[config.mk]
export PLATFORM = sky130hd
export DESIGN_NAME = mcsp_ctrl
export DESIGN_NICKNAME = d
export VERILOG_FILES = /design/src/hw/rtl/mcsp_pkg.sv /design/src/hw/rtl/mcsp_ctrl.sv
export SDC_FILE = /design/constraint.sdc
export NUM_CORES = 1
export LEC_CHECK = 0
export BUFFER_PORTS_ARGS = -buffer_cell sky130_fd_sc_hd__buf_4
export CORE_AREA = 2 2 39 41
export DETAILED_ROUTE_END_ITERATION = 12
export DIE_AREA = 0 0 41 43
export HOLD_SLACK_MARGIN = 0.02
export SLEW_MARGIN = 40
export SYNTH_ARGS = -nofsm -noshare
export SYNTH_HDL_FRONTEND = slang
export SYNTH_SLANG_ARGS = --single-unit
[constraint.sdc]
create_clock -name clk_i -period 2.1 [get_ports clk_i]
set_input_delay 0.315 -clock clk_i [delete_from_list [all_inputs] [get_ports clk_i]]
set_output_delay 0.315 -clock clk_i [all_outputs]
set_load 0.03 [all_outputs]
[src/hw/rtl/mcsp_pkg.sv]
// types and constants for the memory card serial protocol
// no dependencies
package mcsp_pkg;
  localparam int unsigned SectorBytes = 128;
  localparam int unsigned StoreAw     = 17;

  typedef enum logic [1:0] {
    OP_EXCHANGE = 2'd0,
    OP_DESELECT = 2'd1,
    OP_PRELOAD  = 2'd2,
    OP_NONE     = 2'd3
  } op_e;

  typedef enum logic [4:0] {
    PH_IDLE, PH_CMD, PH_ID1, PH_ID2, PH_AMSB, PH_ALSB, PH_RACK1, PH_RACK2,
    PH_RAMSB, PH_RALSB, PH_RDATA, PH_RCHK, PH_REND, PH_RPOST, PH_WDATA,
    PH_WCHK, PH_WACK1, PH_WACK2, PH_WEND, PH_GACK1, PH_GACK2, PH_GDATA
  } phase_e;

  typedef enum logic [2:0] {
    CT_IDLE, CT_READ, CT_EXEC, CT_COPY, CT_COPYEND
  } ctrl_e;

  localparam logic [7:0] CmdAccess = 8'h81;
  localparam logic [7:0] CmdRead   = 8'h52;
  localparam logic [7:0] CmdWrite  = 8'h57;
  localparam logic [7:0] CmdGetId  = 8'h53;
  localparam logic [7:0] RspId1    = 8'h5A;
  localparam logic [7:0] RspId2    = 8'h5D;
  localparam logic [7:0] RspAck1   = 8'h5C;
  localparam logic [7:0] RspGood   = 8'h47;
  localparam logic [7:0] RspBadSum = 8'h4E;
  localparam logic [7:0] FlagReset = 8'h08;
  localparam logic [7:0] FlagNew   = 8'h08;
  localparam logic [7:0] FlagErr   = 8'h04;
  localparam logic [7:0] RspNone   = 8'hFF;

  function automatic logic [7:0] id_byte(input logic [1:0] i);
    logic [7:0] b;
    case (i)
      2'd0:    b = 8'h04;
      2'd3:    b = 8'h80;
      default: b = 8'h00;
    endcase
    return b;
  endfunction

  // controller to datapath
  typedef struct packed {
    logic latch;      // capture request
    logic rd_issue;   // memory read of store
    logic exec;       // run the protocol step, emit result
    logic copy_step;  // one byte of commit
  } dp_cmd_t;

  // datapath to controller
  typedef struct packed {
    logic commit_req;
    logic copy_done;
  } dp_sts_t;
endpackage

[src/hw/rtl/mcsp_ctrl.sv]
// controller for the memory card serial protocol
// depends on mcsp_pkg
module mcsp_ctrl import mcsp_pkg::*; (
  input  logic    clk_i,
  input  logic    rst_ni,
  input  logic    start_i,
  input  dp_sts_t sts_i,
  output dp_cmd_t cmd_o,
  output logic    busy_o
);
  ctrl_e state_q, state_d;

  always_ff @(posedge clk_i or negedge rst_ni) begin
    if (!rst_ni) state_q <= CT_IDLE;
    else         state_q <= state_d;
  end

  always_comb begin
    state_d = state_q;
    unique case (state_q)
      CT_IDLE:    if (start_i) state_d = CT_READ;
      CT_READ:    state_d = CT_EXEC;
      CT_EXEC:    state_d = sts_i.commit_req ? CT_COPY : CT_IDLE;
      CT_COPY:    if (sts_i.copy_done) state_d = CT_COPYEND;
      CT_COPYEND: state_d = CT_IDLE;
      default:    state_d = CT_IDLE;
    endcase
  end

  always_comb begin
    cmd_o  = '0;
    busy_o = 1'b1;
    unique case (state_q)
      CT_IDLE: begin
        busy_o      = 1'b0;
        cmd_o.latch = start_i;
      end
      CT_READ: cmd_o.rd_issue = 1'b1;
      CT_EXEC: cmd_o.exec = 1'b1;
      CT_COPY: cmd_o.copy_step = 1'b1;
      default: ;
    endcase
  end
endmodule

==> summary.md, run 1 <==
| Metric | Value |
|---|---|
| Status | `finished, final reports clean` |
| DR DRC count | `0` |
| H-Tree Depth | `1` |
| Internal Power | `0.275 mW` |
| Share of cells above drive strength 1 | `46.7%` |
| GR Overflow Total | `0` |
| DR iter-0 viols | `1` |
| Clk_skew | `0.000701 ns` |
| TritonCTS clock tree | `yes` |
| Syn nets | `21` |
| Drt wl/cell | `8.76 µm` |
| YS warnings | `0` |
| Die Ht | `43 µm` |
| Yosys cell types | `14` |
| Routability cong. | `0.679` |
| Critical Path RT | `1.78 ns` |
| Layout Cells excl Fill | `46` |
| Largest register FFs | `3` |
| Synth top area share | `40.8%` |
| HP Class | `input port to register` |
| Post-route setup TNS | `0 ns` |
| Synth Flop Type | `dfrtp_1` |
| Drt pass-1 iters | `2` |
| Total track usage | `5.54%` |
| Seq pwr share | `25.5%` |
| Largest net degree at the start of global routing | `10` |
| Initial antenna violation count | `0` |
| Ys async rst share | `100%` |
| Global-route wire length before repair | `614 µm` |
| Mapped Area | `184 µm²` |
| Hold path depth | `2` |
| Worst R2R Path Depth | `2` |
| Met2 WL | `189 µm` |
| Met3 wire len | `25 µm` |
| Met1 WL | `177 µm` |
| Max-slew headroom | `83.0%` |
| Max Used Layer | `met4` |
| Vias per cell | `3.70` |
| Detailed Route WL | `403 µm` |
| DRT antenna net count | `0` |
| WHS | `0.318 ns` |
| Setup WS pre-CTS | `0.786 ns` |
| Placed insts | `41` |
| RSZ-0062 raised after global routing | `no` |
| # nets final | `36` |
| NetSw | `0.213 mW` |
| Sink Count | `3` |
| Final Cycle Share | `74.1%` |
| Critical path capture point type | `output pin` |
| Max cap viols | `0` |
| LEAKAGE | `0.148 nW` |
| Sequential element share of the synthesized area | `40.8%` |
| Synthesis-to-layout area growth | `67.3%` |
| Site row count | `14` |
| Clk buf depth | `2` |
| Power density cells | `1580 nW/µm²` |
| Worst setup margin | `0.543 ns` |
| Largest regs | `state_q (3)` |
| Synth top area cells | `dfrtp_1 (41%), nor4b_4 (13%), a21bo_1 (5.4%)` |
| Synth area leader | `dfrtp_1` |
| Crit path max fanout | `6` |
| Ports | `10` |
| Power share of the clock group | `20.6%` |
| Crit path time final | `1.56 ns` |
| Placed Area | `272 µm²` |
| Critical Path AT | `1.24 ns` |
| Fmax | `642 MHz` |
| Die width | `41 µm` |
| Die Area | `1760 µm²` |
| Root buf cell | `clkbuf_4` |
| Tightest Pin Transition | `0.255 ns` |
| CTS buffer count | `3` |
| Vias post-DR | `170` |
| Setup violations, final | `0` |
| Syn_area_per_cell | `11.5 µm²` |
| Pins Over Slew Limit | `0` |
| Clock-pin slew on the worst setup and hold paths | `0.04 ns` |
| Most common cell in the synthesized netlist | `dfrtp_1` |
| Switching share of total power | `43.7%` |
| Critical path class | `register to output pin` |
| Syn Inst Count | `16` |
| Reg with most FFs | `state_q` |
| Peak VDD IR | `0.394 mV` |
| Post-route cell area | `308 µm²` |
| Vias in the first global route | `164` |
| EDFF count, synth | `0` |
| Startpoint types | `register` |
| Combinational power share | `53.9%` |
| Synth Register Bits | `3` |
| # diodes | `0` |
| Core Area | `1380 µm²` |
| Initial Util | `13.3%` |
| Port Buffer Count | `9` |
| Final hold vios | `0` |
| Worst-skew pair later-pin latency | `0.23 ns` |
cell families after synthesis:
family | count (synthesis) | share of synthesized area, %
and+or+nand+nor | 10 | 46.3
AOI/OAI and AO/OA | 3 | 12.9
DFF | 3 | 40.8
worst paths after layout:
path	startpoint	end	slack [ns]
max in group asynchronous	rst_ni	state_q[0]$_DFFE_PN0P_	1.60
min in group asynchronous	rst_ni	state_q[2]$_DFFE_PN0P_	0.41
min reg2reg	state_q[2]$_DFFE_PN0P_	state_q[1]$_DFFE_PN0P_	0.56
max reg2reg	state_q[0]$_DFFE_PN0P_	state_q[0]$_DFFE_PN0P_	1.09
max	state_q[2]$_DFFE_PN0P_	busy_o	0.54
min	sts_i[0]	state_q[2]$_DFFE_PN0P_	0.32
final cells by class:
class	count	area (µm²)
clock buffer	4	26.3
multi-input combinational	13	109
timing repair buffer	10	77.6
fill	159	1080
sequential	3	75.1
tap	16	20.0
metrics by stage:
| stage | total power [mW] | util (%) |
|---|---|---|
| after floorplan | 0.298 | - |
| after global placement | 0.392 | 19.6 |
| after detailed placement | 0.391 | 19.6 |
| after CTS | 0.498 | 22.2 |
| after global routing | 0.523 | 22.2 |
| final | 0.488 | 22.2 |
what timing repair did:
action | in CTS | in global routing
gates resized for setup | 0 | 0
hold endpoints to repair | 3 | 0
setup buffers | 0 | 0
hold buffers | 1 | 0
worst max-delay path, stage by stage (launching register included):
cell,delay [ns]
dfrtp_1,0.44
or3_1,0.40
buf_4,0.17
metal layers:
metal / up-vias / track usage [%]
met1: 74 / 6.17
li1: 86 / -
met5: - / 0
met4: 0 / 6.00
met2: 8 / 7.50
met3: 2 / 1.57
layout by cell type (no fill, tap or decap):
cell	synthesis	final
nor3b_1	1	1
buf_4	0	9
a21bo_1	1	1
dfrtp_1	3	3
clkbuf_4	0	3
and3b_1	1	1
a21oi_1	1	1
nor4b_4	1	1
and2_1	1	1
or2_0	1	1
and2b_2	1	1
nand3b_1	1	1
or3_1	1	1
dlygate4sd3_1	0	1
a31o_1	1	1
nor2b_1	1	1
nand2_1	1	1
clkbuf_1	0	1
power by group through the flow:
stage	combinational, mW	sequential [mW]	clock, mW
after CTS	0.267	0.126	0.105
after detailed placement	0.265	0.126	0
after global placement	0.268	0.124	0
after floorplan	0.182	0.116	0
final	0.263	0.124	0.101
after global routing	0.280	0.134	0.108
Power figures use the tool's default switching activity.
==> inputs of run 2 (changes only) <==
Clock period 2.1 ns to 1.25 ns, I/O delays scaled along.
==> run 2 against run 1 <==
- largest cell class is now non-clock buffers
- sequential share of layout area shrank 3.4 points
- power grew 100%
- critical path depth is the same
- utilization grew 4.9 points
- final area grew 22%
- global-route usage grew 2.1 points
- sequential power grew 76%
- die area is the same
- clock power grew 73%
- the run now ends with setup timing left
==> summary.md, run 2 (synthesis results as in run 1) <==
| Metric | Value |
|---|---|
| Status | `finished with violations` |
| Failing checks | `setup timing` |
| H-Tree Depth | `1` |
| Detailed Route WL | `498 µm` |
| Placed Area | `277 µm²` |
| Commonest non-fill, non-tap cell in the layout | `buf_4` |
| Peak VDD IR | `0.489 mV` |
| Vias in the first global route | `186` |
| Crit-path cells | `or3_4 -> buf_6` |
| Critical Path RT | `1.06 ns` |
| Commonest non-fill, non-tap cells in the layout | `buf_4 (10), buf_6 (4), clkbuf_4 (3), dfrtp_2 (3)` |
| Drt pass-1 iters | `1` |
| Critical path capture point type | `output pin` |
| Reg2reg end | `state_q[0]$_DFFE_PN0P_` |
| Max cap viols | `0` |
| Hold path depth | `2` |
| Power density cells | `2620 nW/µm²` |
| Critical Path AT | `1.22 ns` |
| Final hold vios | `0` |
| Port Buffer Count | `9` |
| DR iter-0 viols | `0` |
| RR Startpoint | `state_q[2]$_DFFE_PN0P_` |
| Max-slew headroom | `84.2%` |
| Root buf cell | `clkbuf_4` |
| Die Area | `1760 µm²` |
| HP Class | `input port to register` |
| Largest net degree at the start of global routing | `10` |
| Seq pwr share | `22.1%` |
| Post-DP HPWL | `339 µm` |
| Site row count | `14` |
| Initial antenna violation count | `0` |
| NetSw | `0.396 mW` |
| Reg with most FFs | `state_q` |
| DR DRC count | `0` |
| Critical path class | `register to output pin` |
| Drt wl/cell | `9.76 µm` |
| WHS | `0.185 ns` |
| Clk buf depth | `2` |
| Post-route cell area | `375 µm²` |
| Worst hold start | `sts_i[0]` |
| Sink of the worst hold path | `state_q[2]$_DFFE_PN0P_` |
| GR Overflow Total | `0` |
| Clk_skew | `0.00648 ns` |
| CTS buffer count | `3` |
| Post-route setup TNS | `-0.611 ns` |
| R2R Setup Slk | `0.19 ns` |
| Synthesis-to-layout area growth | `104%` |
| Worst setup margin | `-0.153 ns` |
| Fmax | `713 MHz` |
| Internal Power | `0.589 mW` |
| TritonCTS clock tree | `yes` |
| Combinational power share | `60.2%` |
| Worst R2R Path Depth | `3` |
| DRT antenna net count | `0` |
| Crit path time final | `1.40 ns` |
| Clock-pin slew on the worst setup and hold paths | `0.04 ns` |
| Core Area | `1380 µm²` |
| # nets final | `41` |
| Vias post-DR | `201` |
| Ports | `10` |
| Switching share of total power | `40.2%` |
| Worst-skew pair later-pin latency | `0.24 ns` |
| Die Ht | `43 µm` |
| Power share of the clock group | `17.7%` |
| Routability cong. | `0.600` |
| Sink Count | `3` |
| Vias per cell | `3.94` |
| RSZ-0062 raised after global routing | `yes` |
| Crit path max fanout | `5` |
| # diodes | `0` |
| CP max stage delay | `0.43 ns` |
| Global-route wire length before repair | `807 µm` |
| Worst path slowest cell | `dfrtp_2` |
| Share of cells above drive strength 1 | `71.4%` |
| LEAKAGE | `0.177 nW` |
| Total track usage | `7.63%` |
| Final Cycle Share | `112%` |
| Die width | `41 µm` |
| Startpoint types | `register` |
| Largest register FFs | `3` |
| Largest regs | `state_q (3)` |
| Tightest Pin Transition | `0.236 ns` |
| Setup violations, final | `5` |
| Pins Over Slew Limit | `0` |
| Initial Util | `13.3%` |
[run 2: cell types whose count changed in the layout (fill, tap and decap cells not counted), sizes merged]
cell  before  now
buf        9   14
[run 2: stage by stage]
step                power (mW)  setup WS (ns)  utilization, %  cells
floorplan                0.509         0.0725               -     16
global placement         0.662         0.0675            20.0     41
detailed placement       0.663         0.0626            20.0     41
CTS                      0.960         -0.156            26.4     51
global route              1.05         -0.181            27.1     51
finish                   0.985         -0.153            27.1     51
[run 2: area by class of cell]
cell class | count | area, µm²
repair buffers | 15 | 130
clock buffers | 4 | 26.3
fillers | 159 | 1010
multi-input cells | 13 | 120
flip-flops and latches | 3 | 78.8
well taps | 16 | 20.0
[run 2: power groups by stage]
stage / clock network [mW] / logic (mW) / registers, mW
floorplan: 0 / 0.311 / 0.198
global placement: 0 / 0.450 / 0.211
detailed placement: 0 / 0.450 / 0.213
CTS: 0.180 / 0.570 / 0.211
global route: 0.190 / 0.631 / 0.234
finish: 0.175 / 0.593 / 0.218
[run 2: routing by layer]
metal | GRT usage [%] | part of all wire, % | up-vias
li1 | - | - | 96
met1 | 8.68 | 42 | 91
met2 | 8.75 | 43 | 12
met3 | 4.71 | 12 | 2
met4 | 8.00 | 3.6 | 0
met5 | 0 | 0 | -
[run 2: what timing repair did]
| item | in CTS | in global routing |
|---|---|---|
| hold buffers | 1 | 0 |
| gates cloned | 0 | 0 |
| endpoints found under the hold margin | 3 | 0 |
| pin swaps | 1 | 1 |
| setup endpoints to repair | 5 | 5 |
| buffers inserted | 5 | 0 |
| resized for setup | 6 | 3 |
[run 2: worst max-delay path by stage]
stage	startpoint	endpoint	depth (start not counted)
3_3_place_gp	state_q[2]$_DFFE_PN0P_	busy_o	2
3_5_place_dp	state_q[2]$_DFFE_PN0P_	busy_o	2
5_1_grt	state_q[1]$_DFFE_PN0P_	busy_o	2
4_1_cts	state_q[2]$_DFFE_PN0P_	busy_o	2
6_report	state_q[2]$_DFFE_PN0P_	busy_o	2
2_1_floorplan	state_q[2]$_DFFE_PN0P_	state_q[0]$_DFFE_PN0P_	2
[run 2: critical path: cells and delay by family, from the launching register on]
kind	cells	cell delay, ns
flops	1	0.43
buf+inv	1	0.14
simple gates	1	0.40
